File: config.mk
export PLATFORM = sky130hd
export DESIGN_NAME = gha_ctrl
export DESIGN_NICKNAME = d
export VERILOG_FILES = /design/src/rtl/gha_pkg.sv /design/src/rtl/gha_ctrl.sv
export SDC_FILE = /design/constraint.sdc
export NUM_CORES = 1
export LEC_CHECK = 0
export ABC_CLOCK_PERIOD_IN_PS = 2380
export BUFFER_PORTS_ARGS = -buffer_cell sky130_fd_sc_hd__buf_2
export CORE_AREA = 2 2 39 41
export DETAILED_ROUTE_END_ITERATION = 8
export DIE_AREA = 0 0 41 43
export GPL_ROUTABILITY_DRIVEN = 0
export PLACE_DENSITY = 0.42
export REMOVE_ABC_BUFFERS = 1
export SETUP_SLACK_MARGIN = 0.05
export SLEW_MARGIN = 20
export SYNTH_ARGS = -nofsm -noshare
export SYNTH_HDL_FRONTEND = slang
export SYNTH_SLANG_ARGS = --single-unit
File: constraint.sdc
create_clock -name clk -period 2.38 [get_ports clk]
set_clock_uncertainty 0.2 [all_clocks]
set_input_delay 0.357 -clock clk [delete_from_list [all_inputs] [get_ports clk]]
set_output_delay 0.357 -clock clk [all_outputs]
set_load 0.02 [all_outputs]
File: src/rtl/gha_pkg.sv
// ----------------------------------------------------------------------------
// Generational handle allocator package
// Field widths, command and status codes, and the controller interface types.
// ----------------------------------------------------------------------------
package gha_pkg;

  localparam int CMD_W  = 2;
  localparam int HID_W  = 10;
  localparam int HGEN_W = 16;
  localparam int STS_W  = 2;

  typedef enum logic [CMD_W-1:0] {
    CMD_ALLOC    = 2'd0,
    CMD_VALIDATE = 2'd1,
    CMD_RELEASE  = 2'd2
  } command_t;

  typedef enum logic [STS_W-1:0] {
    STS_OK      = 2'd0,
    STS_INVALID = 2'd1,
    STS_NO_FREE = 2'd2
  } status_t;

  typedef struct packed {
    logic accept;
    logic exec_commit;
    logic agen_read;
    logic agen_commit;
  } ctrl_cmd_t;

  typedef struct packed {
    logic reuse;
    logic slot_free;
  } ctrl_sts_t;

endpackage

File: src/rtl/gha_ctrl.sv
// ----------------------------------------------------------------------------
// Handle allocator controller
// Sequences accept, execute and generation lookup for reused ids.
// ----------------------------------------------------------------------------
module gha_ctrl (
  input  logic               clk,
  input  logic               rst_n,
  input  logic               in_valid,
  output logic               in_ready,
  input  gha_pkg::ctrl_sts_t sts,
  output gha_pkg::ctrl_cmd_t cmd
);

  typedef enum logic [1:0] {
    ST_IDLE,
    ST_EXEC,
    ST_AGEN
  } state_t;

  state_t state_r, state_nxt;
  logic   in_ready_r, in_ready_nxt;

  always_comb begin
    state_nxt    = state_r;
    in_ready_nxt = in_ready_r;
    cmd          = '0;
    case (state_r)
      ST_IDLE: begin
        if (in_valid && in_ready_r) begin
          cmd.accept   = 1'b1;
          state_nxt    = ST_EXEC;
          in_ready_nxt = 1'b0;
        end
      end
      ST_EXEC: begin
        if (sts.reuse) begin
          cmd.agen_read = 1'b1;
          state_nxt     = ST_AGEN;
        end else if (sts.slot_free) begin
          cmd.exec_commit = 1'b1;
          state_nxt       = ST_IDLE;
          in_ready_nxt    = 1'b1;
        end
      end
      ST_AGEN: begin
        if (sts.slot_free) begin
          cmd.agen_commit = 1'b1;
          state_nxt       = ST_IDLE;
          in_ready_nxt    = 1'b1;
        end
      end
      default: begin
        state_nxt    = ST_IDLE;
        in_ready_nxt = 1'b1;
      end
    endcase
  end

  always_ff @(posedge clk) begin
    if (!rst_n) begin
      state_r    <= ST_IDLE;
      in_ready_r <= 1'b1;
    end else begin
      state_r    <= state_nxt;
      in_ready_r <= in_ready_nxt;
    end
  end

  assign in_ready = in_ready_r;

endmodule

Word-level counts from Yosys, hierarchy flattened. Cells that the tools add are included.

Reduce and logical (&&, ||, !) cells: 3. Equal/unequal tests: 4. Muxes and demuxes: 15.

Operator list (count): two-way mux 1 bit (9); two-way mux 2 bit (4); one-hot mux 2 bit (3 select lines) (1); inequality test 2 bit (second input constant) (2); one-hot mux 1 bit (3 select lines) (1); equality test 2 x 1 -> 1 bit (second input constant) (1); equality test 2 bit (second input constant) (1); zero test 2 bit (1); AND reduction 2 bit (1); logical AND 1 bit (1).

Logic and storage cells: 24. Bits of input ports: 5. Output and inout bits: 5. Register bits after elaboration: 3.

Depth between registers and ports, before layout.
Depth after elaboration: 3. Gate-level depth with buffers: 6. Gate-level depth less buffers: 6.

Worst setup path before layout. Ideal clock, no wire load.

Path type: register -> register. Start: register state_r[0]. End: register in_ready_r (netlist: in_ready). Buffers on the path: 0. Library setup time: 0.062 ns. Path slack: 0.809 ns. Clock period less this slack: 1.571 ns. Cell stages (with the launch flop): 6. Arrival time: 1.308 ns. Required time: 2.118 ns. Path through: dfxtp_1 -> inv_1 -> ha_1 -> nor2b_4 -> or4_1 -> nand3_1.

Word-level cells in the longest chain between the ends: 3. Elaborated cells on any way between the ends: 7. Classes of those cells: eq/ne: 4; mux: 1; reduce/logical: 2.

RTL lines: start, declared (RTL line gha_ctrl.sv:20) `state_t state_r, state_nxt;`; start signal, assigned (RTL line gha_ctrl.sv:64) `state_r <= state_nxt;`; equality test 2 x 1 -> 1 bit / zero test 2 bit (equally long branches) (RTL line gha_ctrl.sv:27) `case (state_r)`; inequality test 2 bit (no source line); AND reduction 2 bit (no source line); end signal, assigned (RTL line gha_ctrl.sv:65) `in_ready_r <= in_ready_nxt;`; end, declared (RTL line gha_ctrl.sv:21) `logic in_ready_r, in_ready_nxt;`.

Several ways; a longest one is shown, not always the timed one. A chain may end at the register's enable or synchronous reset.

==> results.toml <==
[power]
vdd_drop_max_mv = 0.1148
power_leakage_nw = 0.1673
finalPower_w = 0.0001995
pwr_density_cell_nw_per_um2 = 563.3

[placed_design]
port_buffers = 9
dpl_cell_area_um2 = 327.8
dp_slack_ns = 0.6905
dp_hpwl_um = 478.2

[sta]
finalCritPeriodShare_pct = 81.92
tns_ns = 0
setup_violations = 0
rsz0062_at_grt = "false"
tightest_slew_ns = 0.2172
holdWs_ns = 0.1347
finalHoldViolations = 0
period_minus_slack_ns = 1.950
fin_ws_ns = 0.4302
maxSlewViolCount = 0
slew_headroom_pct = 85.52
fmax_ghz = 0.5129

[clocking]
hold_buffers = 0
h-tree-depth = 1
clock_path_buffers = 2
cts.clk_slew.worst_paths_ns = 0.04
post_cts_buffers = 0
cts_resized = 0
clock_latency_ns = 0.23
cts_made_buffers = 3
cts_root_buffer = "clkbuf_4"
cts_tree = "done"
cts_sinks = 3

[floorplanning]
start_util_pct = 18.99
die_area_um2 = 1763
ios = 10
die_h_um = 43
fp.dieW_um = 41
num_rows = 14
core-area_um2 = 1384

[cells_and_area]
final_cell_area_um2 = 354.1
diodes = 0
fill_cells = 152
final_nets = 55
syn2layout_area_growth_pct = 34.76
drive_gt1_share_pct = 33.33

[yosys]
ys_ff_latch = 3
synth_seq_area_share_pct = 22.86
yosys-top-cells-area = "dfxtp_1 (23%), ha_1 (19%), nand3_1 (5.7%)"
synth_cell_types = 21
syn_area_per_cell_um2 = 8.211
yosysTopAreaCellShare_pct = 22.86
yosysTopAreaCell = "dfxtp_1"
yosys_warnings = 0
syn-instance-count = 32
async_reset_ff_share_pct = 0
synth_edf_count = 0
yosys_most_used_dff = "dfxtp_1"
synth_area_um2 = 262.8

[global_route]
track_usage_pct = 8.408
antenna_found_initial = 0
grt_pass1_wl_um = 952
overflow = 0
grt_max_degree = 8
grt_pass1_vias = 237

[drt]
antenna_left = 0
wl_per_cell_um = 9.836
via_per_inst = 4.279
wl_um = 600
drcViolationCount = 0
initialDrtViolationCount = 4
vias = 261
dr.pass1.iters = 2

[setup_path]
critPathArrivalTime_ns = 1.39
worst_setup_path_start_kind = "flop"
crit_type = "reg -> out"
cp.required_ns = 1.82
endpoint_kind = "primary output"
cp_max_fo = 5

[run_status]
status = "complete, no violations"

[run]
max_cap_violations = 0

[hold_path]
worstHoldPathType = "in -> reg"
[power breakdown]
| part | internal [W] | total (W) | switching (W) |
|---|---|---|---|
| Combinational | 0.0000221 | 0.0000515 | 0.0000294 |
| Clock | 0.0000627 | 0.0000864 | 0.0000238 |
| Sequential | 0.0000551 | 0.0000615 | 0.00000644 |
[stage by stage]
step	cells	utilization (%)
floorplan	32	-
global placement	57	23.69
finish	61	25.59
global route	61	25.59
detailed placement	57	23.69
CTS	61	25.59
[path summary, 6_finish.rpt]
path	from	endpoint	slack [ns]	cells after the start
worst max-delay path	state_r[1]$_SDFFE_PN0P_	cmd[2]	0.43	5
worst min-delay path	rst_n	in_ready$_SDFFE_PN1P_	0.13	2
worst max register to register	state_r[0]$_SDFFE_PN0P_	in_ready$_SDFFE_PN1P_	0.69	5
worst min register to register	state_r[1]$_SDFFE_PN0P_	state_r[1]$_SDFFE_PN0P_	0.33	2
[critical path, cell delays in order (launching register included)]
cell and delay, ns:
dfxtp_1 0.40, inv_1 0.10, ha_1 0.22, nor2b_1 0.15
and2_1 0.14, buf_2 0.15
[sequential cells by signal (all words and copies together), names as in the netlist]
name and cells:
in_ready 1, state_r 2
[layer usage]
layer / up-vias / global-route usage, % / wire [µm]
met5: - / 0 / 0
met1: 112 / 11.46 / 316
met2: 9 / 10.31 / 220
li1: 138 / - / -
met4: 0 / 8.000 / 10
met3: 2 / 1.571 / 52
[cell usage after synthesis (2+ instances only)]
cell type  instances
nand2_1            2
dfxtp_1            3
inv_1              3
and2_1             2
ha_1               4
nand3_1            3
[logic make-up (layout without fill, tap and decap cells)]
logic type      after synthesis  after routing  synth area share, %
fa+ha+maj                     4              4                19.05
simple gates                 15             15                35.72
buf+inv                       4             17                5.713
flops                         3              3                22.86
compound gates                6              6                16.67
[final cells by class]
cell class                 instances  area (µm²)  share of cell area [%]
multi-input combinational         25       187.7                   53.00
sequential                         3       60.06                   16.96
timing repair buffer               9       45.04                   12.72
clock buffer                       4       26.28                   7.420
tap                               16       20.02                   5.654
inverter                           4       15.01                   4.240
[cells in the final DEF (no fill, tap or decap)]
master    count
ha_1          4
a31oi_1       1
nand3_1       3
inv_1         3
buf_2         9
nand4b_1      1
o31ai_1       1
o21bai_1      1
nor2_1        1
and2_1        2
a221o_1       1
nand2_1       2
or4_1         1
a21oi_1       1
o211ai_1      1
clkbuf_4      3
nor2b_4       1
nand2b_1      1
inv_2         1
and3_1        1
dfxtp_1       3
nand2_2       1
clkbuf_1      1
nor2b_1       1
No activity file was read; power rests on OpenSTA's default activity.
